**src/espd_pkg.sv**
```systemverilog
`timescale 1ns / 1ps
// Shared types, constants and helpers for the encoder speed PID drive.
// Used by the core and by its port checker; depends on nothing else.
package espd_pkg;

  localparam int COUNT_WIDTH_DEF = 32;

  localparam int GAIN_W   = 16;
  localparam int CFG_W    = 16;
  localparam int IDX_W    = 3;
  localparam int SHORT_W  = 10;
  localparam int RPM_W    = 24;
  localparam int SP_W     = 16;
  localparam int DELTA_W  = 26;
  localparam int INTEG_W  = 25;
  localparam int DIFF_W   = 25;
  localparam int MUL_A_W  = 37;
  localparam int MUL_B_W  = 17;
  localparam int PROD_W   = MUL_A_W + MUL_B_W;
  localparam int ACC_W    = 64;
  localparam int MAG_W    = 8;

  localparam int DELTA_CLIP   = 2 ** 24;
  localparam int SETPOINT_MAX = 130 * 256;
  localparam int INTEG_LIMIT  = 255 * 65536;
  localparam longint OUT_LIMIT = 64'sd255 * 64'sd16777216;
  localparam int S24_MAX = 8388607;
  localparam int S24_MIN = -8388608;

  localparam logic signed [GAIN_W-1:0] GAIN_P_RST  = 16'sd384;
  localparam logic signed [GAIN_W-1:0] GAIN_I_RST  = 16'sd20;
  localparam logic signed [GAIN_W-1:0] GAIN_D_RST  = 16'sd13;
  localparam logic [CFG_W-1:0]   RPC_RST      = 16'd1422;
  localparam logic [CFG_W-1:0]   DT_RST       = 16'd1311;
  localparam logic [SHORT_W-1:0] INV_DT_RST   = 10'd50;
  localparam logic [SHORT_W-1:0] INTERVAL_RST = 10'd20;
  localparam logic [SP_W-1:0]    TARGET_RST   = 16'd15360;

  typedef enum logic [1:0] {
    REQ_EDGE     = 2'd0,
    REQ_TICK     = 2'd1,
    REQ_SETPOINT = 2'd2
  } req_e;

  typedef enum logic [IDX_W-1:0] {
    REG_GAIN_P    = 3'd0,
    REG_GAIN_I    = 3'd1,
    REG_GAIN_D    = 3'd2,
    REG_RPC       = 3'd3,
    REG_DT        = 3'd4,
    REG_INV_DT    = 3'd5,
    REG_INTERVAL  = 3'd6
  } reg_idx_e;

  typedef enum logic [3:0] {
    ST_IDLE,
    ST_DELTA,
    ST_RPM,
    ST_ERR,
    ST_MUL_I,
    ST_INTEG,
    ST_MUL_D,
    ST_MUL_GD,
    ST_MUL_GP,
    ST_MUL_GI,
    ST_SUM,
    ST_OUT
  } state_e;

  typedef struct packed {
    logic [1:0]      req_type;
    logic            b_level;
    logic [SP_W-1:0] new_setpoint;
  } in_t;

  typedef struct packed {
    logic [MAG_W-1:0]        drive_magnitude;
    logic                    dir_a;
    logic                    dir_b;
    logic signed [RPM_W-1:0] measured_rpm;
    logic signed [RPM_W-1:0] speed_error;
  } out_t;

  // Saturate a signed value to the signed 24 bit range.
  function automatic logic signed [RPM_W-1:0] sat24(input logic signed [ACC_W-1:0] v);
    logic signed [RPM_W-1:0] r;
    if (v > ACC_W'(S24_MAX)) begin
      r = RPM_W'(S24_MAX);
    end else if (v < ACC_W'(S24_MIN)) begin
      r = RPM_W'(S24_MIN);
    end else begin
      r = v[RPM_W-1:0];
    end
    return r;
  endfunction

endpackage

```
**src/encoder_speed_pid_drive_core.sv**
```systemverilog
`timescale 1ns / 1ps
// Encoder speed PID drive: event decode, tick interval and PID sequencer.
// One shared signed multiplier serves every product. Depends on espd_pkg.
//
//   channel  | direction | handshake                  | word
//   ---------+-----------+----------------------------+-------------------
//   input    | in        | in_valid_i / in_stall_o    | espd_pkg::in_t
//   result   | out       | out_valid_o / out_stall_i  | espd_pkg::out_t
//   config   | in        | cfg_we_i, no wait          | cfg_idx_i, cfg_data_i
//
// Edge, setpoint and non-updating tick words never make the block busy.
// A tick that closes the interval runs the eleven step sequence through the shared
// multiplier; the result register is loaded in the final step, the block then returns
// to idle and takes the next word, and a stalled result register holds the final step.
// Reset is asynchronous and loads the register defaults and the 60 RPM target.
module encoder_speed_pid_drive_core #(
  parameter int COUNT_WIDTH = espd_pkg::COUNT_WIDTH_DEF
) (
  input  logic                         clk_i,
  input  logic                         rst_ni,
  input  logic                         in_valid_i,
  output logic                         in_stall_o,
  input  espd_pkg::in_t                in_word_i,
  output logic                         out_valid_o,
  input  logic                         out_stall_i,
  output espd_pkg::out_t               out_word_o,
  input  logic                         cfg_we_i,
  input  logic [espd_pkg::IDX_W-1:0]   cfg_idx_i,
  input  logic [espd_pkg::CFG_W-1:0]   cfg_data_i
);

  localparam int EXT_W = (COUNT_WIDTH > espd_pkg::DELTA_W) ? COUNT_WIDTH : espd_pkg::DELTA_W;
  localparam int ERR_W = espd_pkg::SP_W + 10;
  localparam int ISUM_W = espd_pkg::PROD_W + 1;
  localparam int ABS_W = 33;

  // Configuration registers
  logic signed [espd_pkg::GAIN_W-1:0] gain_p_q, gain_i_q, gain_d_q;
  logic [espd_pkg::CFG_W-1:0]         rpc_q, dt_q;
  logic [espd_pkg::SHORT_W-1:0]       inv_dt_q, interval_q;

  // Controller state
  logic [COUNT_WIDTH-1:0]               count_q, last_q;
  logic [espd_pkg::SHORT_W-1:0]         tick_q;
  logic signed [espd_pkg::INTEG_W-1:0]  integ_q;
  logic signed [espd_pkg::RPM_W-1:0]    prev_q;
  logic [espd_pkg::SP_W-1:0]            target_q;
  espd_pkg::state_e                     state_q, state_d;

  // Working registers of the sequence
  logic signed [espd_pkg::DELTA_W-1:0]  delta_q;
  logic signed [espd_pkg::PROD_W-1:0]   prod_q;
  logic signed [espd_pkg::ACC_W-1:0]    acc_q;
  logic signed [espd_pkg::DIFF_W-1:0]   diff_q;
  logic signed [espd_pkg::RPM_W-1:0]    rpm_q, err_q;

  logic           out_valid_q;
  espd_pkg::out_t out_q;

  logic accept, is_tick, update;
  logic [espd_pkg::SHORT_W-1:0] tick_inc;
  logic out_free;

  logic signed [espd_pkg::MUL_A_W-1:0] mul_a;
  logic signed [espd_pkg::MUL_B_W-1:0] mul_b;
  logic signed [espd_pkg::PROD_W-1:0]  mul_p;
  logic                                mul_en;

  logic signed [EXT_W-1:0]              ud_ext;
  logic signed [espd_pkg::DELTA_W-1:0]  delta_d;
  logic signed [espd_pkg::RPM_W-1:0]    rpm_d, err_d;
  logic signed [ERR_W-1:0]              err_wide;
  logic signed [ISUM_W-1:0]             isum;
  logic signed [espd_pkg::INTEG_W-1:0]  integ_d;
  espd_pkg::out_t                       res_d;
  logic signed [ABS_W-1:0]              acc_abs;
  logic [espd_pkg::MAG_W-1:0]           mag;

  assign accept     = in_valid_i && !in_stall_o;
  assign in_stall_o = (state_q != espd_pkg::ST_IDLE);
  assign is_tick    = (in_word_i.req_type == espd_pkg::REQ_TICK);
  assign tick_inc   = tick_q + espd_pkg::SHORT_W'(1);
  assign update     = accept && is_tick && (tick_inc >= interval_q);
  assign out_free   = !out_valid_q || !out_stall_i;

  // Next state
  always_comb begin
    state_d = state_q;
    unique case (state_q)
      espd_pkg::ST_IDLE:   if (update) state_d = espd_pkg::ST_DELTA;
      espd_pkg::ST_DELTA:  state_d = espd_pkg::ST_RPM;
      espd_pkg::ST_RPM:    state_d = espd_pkg::ST_ERR;
      espd_pkg::ST_ERR:    state_d = espd_pkg::ST_MUL_I;
      espd_pkg::ST_MUL_I:  state_d = espd_pkg::ST_INTEG;
      espd_pkg::ST_INTEG:  state_d = espd_pkg::ST_MUL_D;
      espd_pkg::ST_MUL_D:  state_d = espd_pkg::ST_MUL_GD;
      espd_pkg::ST_MUL_GD: state_d = espd_pkg::ST_MUL_GP;
      espd_pkg::ST_MUL_GP: state_d = espd_pkg::ST_MUL_GI;
      espd_pkg::ST_MUL_GI: state_d = espd_pkg::ST_SUM;
      espd_pkg::ST_SUM:    state_d = espd_pkg::ST_OUT;
      espd_pkg::ST_OUT:    if (out_free) state_d = espd_pkg::ST_IDLE;
      default:             state_d = espd_pkg::ST_IDLE;
    endcase
  end

  // Multiplier operand selection per step
  always_comb begin
    mul_a  = '0;
    mul_b  = '0;
    mul_en = 1'b1;
    unique case (state_q)
      espd_pkg::ST_RPM: begin
        mul_a = espd_pkg::MUL_A_W'(delta_q);
        mul_b = $signed({1'b0, rpc_q});
      end
      espd_pkg::ST_MUL_I: begin
        mul_a = espd_pkg::MUL_A_W'(err_q);
        mul_b = $signed({1'b0, dt_q});
      end
      espd_pkg::ST_MUL_D: begin
        mul_a = espd_pkg::MUL_A_W'(diff_q);
        mul_b = $signed({{(espd_pkg::MUL_B_W - espd_pkg::SHORT_W){1'b0}}, inv_dt_q});
      end
      espd_pkg::ST_MUL_GD: begin
        // The derivative product fits the operand width.
        mul_a = $signed(prod_q[espd_pkg::MUL_A_W-1:0]);
        mul_b = espd_pkg::MUL_B_W'(gain_d_q);
      end
      espd_pkg::ST_MUL_GP: begin
        mul_a = espd_pkg::MUL_A_W'(err_q);
        mul_b = espd_pkg::MUL_B_W'(gain_p_q);
      end
      espd_pkg::ST_MUL_GI: begin
        mul_a = espd_pkg::MUL_A_W'(integ_q);
        mul_b = espd_pkg::MUL_B_W'(gain_i_q);
      end
      default: mul_en = 1'b0;
    endcase
  end

  assign mul_p = mul_a * mul_b;

  // Count delta read as signed, limited to plus or minus two to the 24th.
  always_comb begin
    ud_ext = EXT_W'($signed(count_q - last_q));
    if (ud_ext > EXT_W'(espd_pkg::DELTA_CLIP)) begin
      delta_d = espd_pkg::DELTA_W'(espd_pkg::DELTA_CLIP);
    end else if (ud_ext < -EXT_W'(espd_pkg::DELTA_CLIP)) begin
      delta_d = -espd_pkg::DELTA_W'(espd_pkg::DELTA_CLIP);
    end else begin
      delta_d = ud_ext[espd_pkg::DELTA_W-1:0];
    end
  end

  always_comb begin
    rpm_d    = espd_pkg::sat24(espd_pkg::ACC_W'(prod_q));
    err_wide = $signed({{(ERR_W - espd_pkg::SP_W){1'b0}}, target_q}) - ERR_W'(rpm_d);
    err_d    = espd_pkg::sat24(espd_pkg::ACC_W'(err_wide));
  end

  // The arithmetic shift gives the floor of the Q16.24 product divided by 256.
  always_comb begin
    isum = ISUM_W'(integ_q) + ISUM_W'(prod_q >>> 8);
    if (isum > ISUM_W'(espd_pkg::INTEG_LIMIT)) begin
      integ_d = espd_pkg::INTEG_W'(espd_pkg::INTEG_LIMIT);
    end else if (isum < -ISUM_W'(espd_pkg::INTEG_LIMIT)) begin
      integ_d = -espd_pkg::INTEG_W'(espd_pkg::INTEG_LIMIT);
    end else begin
      integ_d = isum[espd_pkg::INTEG_W-1:0];
    end
  end

  // Output clamp and sign and magnitude drive; zero magnitude brakes.
  always_comb begin
    acc_abs = acc_q[ABS_W-1:0];
    if (acc_q > espd_pkg::ACC_W'(espd_pkg::OUT_LIMIT) ||
        acc_q < -espd_pkg::ACC_W'(espd_pkg::OUT_LIMIT)) begin
      mag = '1;
    end else begin
      if (acc_q[espd_pkg::ACC_W-1]) acc_abs = -acc_q[ABS_W-1:0];
      mag = acc_abs[31:24];
    end
    res_d.drive_magnitude = mag;
    res_d.measured_rpm    = rpm_q;
    res_d.speed_error     = err_q;
    if (mag == '0) begin
      res_d.dir_a = 1'b1;
      res_d.dir_b = 1'b1;
    end else if (!acc_q[espd_pkg::ACC_W-1]) begin
      res_d.dir_a = 1'b1;
      res_d.dir_b = 1'b0;
    end else begin
      res_d.dir_a = 1'b0;
      res_d.dir_b = 1'b1;
    end
  end

  // Control and state registers
  always_ff @(posedge clk_i or negedge rst_ni) begin
    if (!rst_ni) begin
      state_q     <= espd_pkg::ST_IDLE;
      gain_p_q    <= espd_pkg::GAIN_P_RST;
      gain_i_q    <= espd_pkg::GAIN_I_RST;
      gain_d_q    <= espd_pkg::GAIN_D_RST;
      rpc_q       <= espd_pkg::RPC_RST;
      dt_q        <= espd_pkg::DT_RST;
      inv_dt_q    <= espd_pkg::INV_DT_RST;
      interval_q  <= espd_pkg::INTERVAL_RST;
      count_q     <= '0;
      last_q      <= '0;
      tick_q      <= '0;
      integ_q     <= '0;
      prev_q      <= '0;
      target_q    <= espd_pkg::TARGET_RST;
      out_valid_q <= 1'b0;
    end else begin
      state_q <= state_d;

      if (cfg_we_i) begin
        unique case (cfg_idx_i)
          espd_pkg::REG_GAIN_P:   gain_p_q   <= $signed(cfg_data_i);
          espd_pkg::REG_GAIN_I:   gain_i_q   <= $signed(cfg_data_i);
          espd_pkg::REG_GAIN_D:   gain_d_q   <= $signed(cfg_data_i);
          espd_pkg::REG_RPC:      rpc_q      <= cfg_data_i;
          espd_pkg::REG_DT:       dt_q       <= cfg_data_i;
          espd_pkg::REG_INV_DT:   inv_dt_q   <= cfg_data_i[espd_pkg::SHORT_W-1:0];
          espd_pkg::REG_INTERVAL: interval_q <= cfg_data_i[espd_pkg::SHORT_W-1:0];
          default: ;
        endcase
      end

      if (accept) begin
        unique case (in_word_i.req_type)
          espd_pkg::REQ_EDGE: begin
            if (in_word_i.b_level) count_q <= count_q + COUNT_WIDTH'(1);
            else                   count_q <= count_q - COUNT_WIDTH'(1);
          end
          espd_pkg::REQ_TICK: begin
            tick_q <= update ? '0 : tick_inc;
          end
          espd_pkg::REQ_SETPOINT: begin
            if (in_word_i.new_setpoint <= espd_pkg::SP_W'(espd_pkg::SETPOINT_MAX)) begin
              target_q <= in_word_i.new_setpoint;
              integ_q  <= '0;
            end
          end
          default: ;
        endcase
      end

      if (state_q == espd_pkg::ST_DELTA) last_q <= count_q;
      if (state_q == espd_pkg::ST_INTEG) begin
        integ_q <= integ_d;
        prev_q  <= err_q;
      end

      if (state_q == espd_pkg::ST_OUT && out_free) begin
        out_valid_q <= 1'b1;
      end else if (!out_stall_i) begin
        out_valid_q <= 1'b0;
      end
    end
  end

  // Datapath registers
  always_ff @(posedge clk_i) begin
    if (mul_en) prod_q <= mul_p;
    unique case (state_q)
      espd_pkg::ST_DELTA: delta_q <= delta_d;
      espd_pkg::ST_ERR: begin
        rpm_q <= rpm_d;
        err_q <= err_d;
      end
      espd_pkg::ST_INTEG:  diff_q <= espd_pkg::DIFF_W'(err_q) - espd_pkg::DIFF_W'(prev_q);
      espd_pkg::ST_MUL_GP: acc_q  <= espd_pkg::ACC_W'(prod_q) <<< 8;
      espd_pkg::ST_MUL_GI: acc_q  <= acc_q + (espd_pkg::ACC_W'(prod_q) <<< 8);
      espd_pkg::ST_SUM:    acc_q  <= acc_q + espd_pkg::ACC_W'(prod_q);
      espd_pkg::ST_OUT:    if (out_free) out_q <= res_d;
      default: ;
    endcase
  end

  assign out_valid_o = out_valid_q;
  assign out_word_o  = out_q;

endmodule

```
**config.mk**
```make
export PLATFORM = sky130hd
export DESIGN_NAME = encoder_speed_pid_drive_core
export DESIGN_NICKNAME = d
export VERILOG_FILES = /design/src/espd_pkg.sv /design/src/encoder_speed_pid_drive_core.sv
export SDC_FILE = /design/constraint.sdc
export NUM_CORES = 2
export LEC_CHECK = 0
export BUFFER_PORTS_ARGS = -buffer_cell sky130_fd_sc_hd__buf_4
export CORE_MARGIN = 2
export CORE_UTILIZATION = 35
export CTS_BUF_LIST = sky130_fd_sc_hd__clkbuf_8
export DETAILED_ROUTE_END_ITERATION = 6
export HOLD_SLACK_MARGIN = 0.08
export SLEW_MARGIN = 30
export SYNTH_ARGS = -nofsm -noshare
export SYNTH_HDL_FRONTEND = slang
export SYNTH_SLANG_ARGS = --single-unit
```
**constraint.sdc**
```tcl
create_clock -name clk_i -period 14.3 [get_ports clk_i]
set_input_delay 0.715 -clock clk_i [delete_from_list [all_inputs] [get_ports clk_i]]
set_output_delay 0.715 -clock clk_i [all_outputs]
set_load 0.005 [all_outputs]
```
==> flow_metrics.py <==
metrics = {
    "status": {
        "run_status": "finished, final reports clean",
    },
    "synth": {
        "synth-edff-count": 275,
        "synthArstFlopShare_pct": 47.0,
        "netlist_area_before_placement_um2": 56300,
        "post-synth-top-area-cell": "sky130_fd_sc_hd__fa_1",
        "synthTopCellsByArea": "sky130_fd_sc_hd__fa_1, sky130_fd_sc_hd__edfxtp_1, sky130_fd_sc_hd__dfrtp_1",
        "ys.warnings.count": 0,
        "synth_fp_nets": 7231,
        "synth.ff_latch_count": 519,
        "synth.yosys.seq_area_share_pct": 25.6,
        "netlist.area_leader.share_pct": 21.5,
        "syn-instance-count": 6186,
        "yosys_cell_types": 88,
        "syn_avg_cell_area_um2": 9.10,
        "synthFlopType": "sky130_fd_sc_hd__edfxtp_1",
    },
    "cts": {
        "post_cts.repair.setup_buffers": 0,
        "cts_resized": 0,
        "ctsHoldBuffers": 4,
        "worst_skew_pair.late_latency_ns": 0.85,
        "cts.sinks": 519,
        "cts_root_buffer": "sky130_fd_sc_hd__clkbuf_8",
        "cts_bufs_inserted": 95,
        "htreeDepth": 3,
        "clock_tree.buffer_depth": 3,
        "clkSlewWorstSetupHoldPaths_ns": 0.07,
        "tritoncts": "done",
    },
    "layout": {
        "syn2layout_area_growth_pct": 8.71,
        "nNetsFinal": 7224,
        "drive_above_1_share_pct": 8.01,
        "ff_latch_area_um2": 14400,
        "most_common_cell_after_layout_fill_and_taps_aside": "sky130_fd_sc_hd__inv_1",
        "fillers": 16100,
        "multiInputGateArea_um2": 38000,
        "mostFrequentLayoutCells": "sky130_fd_sc_hd__inv_1, sky130_fd_sc_hd__nand2_1, sky130_fd_sc_hd__fa_1, sky130_fd_sc_hd__nor2_1, sky130_fd_sc_hd__ha_1",
        "final_util_pct": 38.2,
    },
    "floorplan": {
        "start_util_pct": 35.2,
        "num_rows": 147,
        "die-area_um2": 164000,
        "ios": 103,
        "floorplan.die.width_um": 405,
        "floorplan.core_area_um2": 160000,
        "chipHeight_um": 405,
    },
    "routing": {
        "first_iter_violations": 4200,
        "final_antenna_net_count": 0,
        "drt_first_pass_iters": 6,
        "drt-wirelength-per-cell_um": 21.0,
        "detailroute.via_count": 45800,
        "post-route-drc-count": 0,
        "post_drt_via_cell_ratio": 5.49,
        "totalWireLength_um": 176000,
    },
    "placement": {
        "dp_hpwl_um": 135000,
        "final_wtd_congestion": 0.949,
        "dp_slack_ns": 3.50,
        "port-buffer-count": 102,
    },
    "sta": {
        "setup-tns-final_ns": 0,
        "fin_crit_sh_pct": 76.4,
        "worst_slew_pin_slew_ns": 1.05,
        "slew_viol_final": 0,
        "setup-violations-final": 0,
        "maxClockFrequency_ghz": 0.0915,
        "post-route-worst-setup-slack_ns": 3.38,
        "worst_hold_margin_ns": 0.153,
        "final_period_minus_worst_setup_slack_ns": 10.92,
        "grt_setup_unrepaired": "false",
        "relSlewSlack_pct": 30.0,
        "timing_hold_violations_final": 0,
        "finClkSkew_ns": 0.0807,
    },
    "global_routing": {
        "globalRouteOverflowTotal": 0,
        "first_global_vias": 46000,
        "initial_antenna_violation_count": 5,
        "groute.usage.overall_pct": 21.5,
        "grt_pass1_wl_um": 272000,
        "grt_max_degree": 129,
    },
    "min_path": {
        "min_to": "target_q[8]",
        "min_from": "in_word_i[8]",
        "hold_path_depth": 2,
        "worstHoldPathType": "input pin to register",
    },
    "critical_path": {
        "setup.worst_path.end_class": "register",
        "category_of_the_critical_setup_timing_path": "register to register",
        "r2r_end": "prod_q[48]",
        "slowest_delay_ns": 0.82,
        "slowest_stage": "sky130_fd_sc_hd__buf_4",
        "r2r_setup_slack_ns": 3.38,
        "critical_path.max_fanout": 61,
        "critical_path_required_ns": 14.85,
        "critical-path-top-cell-by-count": "sky130_fd_sc_hd__fa_1",
        "start_kind": "register",
        "worstPathArrival_ns": 11.48,
        "worstRegToRegCells": 31,
        "r2r_start": "state_q[3]",
    },
    "flow_run": {
        "max-cap-violations": 0,
    },
}
routing by layer:
layer / up-vias / global-route usage, % / wire (um)
li1: 20900 / - / -
met5: - / 0 / 43
met2: 1798 / 33.3 / 76900
met1: 22800 / 29.9 / 77300
met3: 294 / 4.95 / 16400
met4: 8 / 5.79 / 4780
cells by family (layout without fill, tap and decap cells):
family / Yosys count / in the layout / share of synthesized area [%]
and+or+nand+nor: 1852 / 1852 / 14.8
AOI/OAI and AO/OA: 1300 / 1300 / 14.7
buffers and inverters: 1082 / 1152 / 7.26
adders and majority gates: 1002 / 1002 / 30.3
DFF: 519 / 519 / 25.6
xor gates and xnor gates: 303 / 303 / 4.73
muxes: 128 / 128 / 2.55
other: 0 / 1 / 0
registers in the layout, indices dropped and copies added, names as in the netlist, 24 cells and up:
signal and cells:
diff_q 25, prev_q 24, prod_q 54, err_q 24, integ_q 25, count_q 32, out_word_o 58, last_q 32
delta_q 26, rpm_q 24, acc_q 64
how the worst max path moves through the flow:
stage / start / end / cells after the start
2_1_floorplan: state_q[1] / prod_q[48] / 34
3_3_place_gp: state_q[3] / prod_q[48] / 31
3_5_place_dp: state_q[3] / prod_q[48] / 31
4_1_cts: state_q[3] / prod_q[48] / 31
5_1_grt: state_q[3] / prod_q[48] / 31
6_report: state_q[3] / prod_q[48] / 31
worst max-delay path, delay by kind of cell, from the launching register on:
kind / cells / cell delay [ns]
AO/OA/AOI/OAI: 9 / 3.06
XOR/XNOR: 1 / 0.08
buffers and inverters: 6 / 1.08
adder cells (fa/ha/maj): 7 / 3.45
AND/OR/NAND/NOR: 8 / 2.32
flip-flops: 1 / 0.64
synth_stat cells (36+ instances only):
cell	instances
sky130_fd_sc_hd__a211oi_1	40
sky130_fd_sc_hd__a21o_1	178
sky130_fd_sc_hd__a21oi_1	337
sky130_fd_sc_hd__a22oi_1	100
sky130_fd_sc_hd__a31oi_1	36
sky130_fd_sc_hd__and3_1	43
sky130_fd_sc_hd__clkbuf_1	233
sky130_fd_sc_hd__dfrtp_1	215
sky130_fd_sc_hd__edfxtp_1	275
sky130_fd_sc_hd__fa_1	603
sky130_fd_sc_hd__ha_1	399
sky130_fd_sc_hd__inv_1	820
sky130_fd_sc_hd__mux2_2	122
sky130_fd_sc_hd__nand2_1	764
sky130_fd_sc_hd__nand2b_1	47
sky130_fd_sc_hd__nand3_1	84
sky130_fd_sc_hd__nand4_1	110
sky130_fd_sc_hd__nor2_1	529
sky130_fd_sc_hd__nor2b_1	51
sky130_fd_sc_hd__nor3_1	54
sky130_fd_sc_hd__nor4_1	44
sky130_fd_sc_hd__o21a_1	37
sky130_fd_sc_hd__o21ai_0	321
sky130_fd_sc_hd__o21bai_1	53
sky130_fd_sc_hd__xnor2_1	189
sky130_fd_sc_hd__xor2_1	113
final cells by class:
cell class              count  share of cell area, %
multi-input cells        4585                   62.1
clock buffers              98                   2.21
inverters                 820                   5.03
flip-flops and latches    519                   23.5
clock inverters            76                  0.847
repair buffers            158                   2.04
diodes                      1                0.00409
well taps                2086                   4.27
per-stage QoR:
step | instance area (um^2) | instances
6_report | 61200 | 8343
5_1_grt | 61200 | 8343
4_1_cts | 61100 | 8341
3_5_place_dp | 59200 | 8163
3_3_place_gp | 59200 | 8161
2_1_floorplan | 56300 | 6186
Power is left out: the tool's default activity adds up to more than one toggle a clock period on the data nets, which glitch-free logic cannot reach.
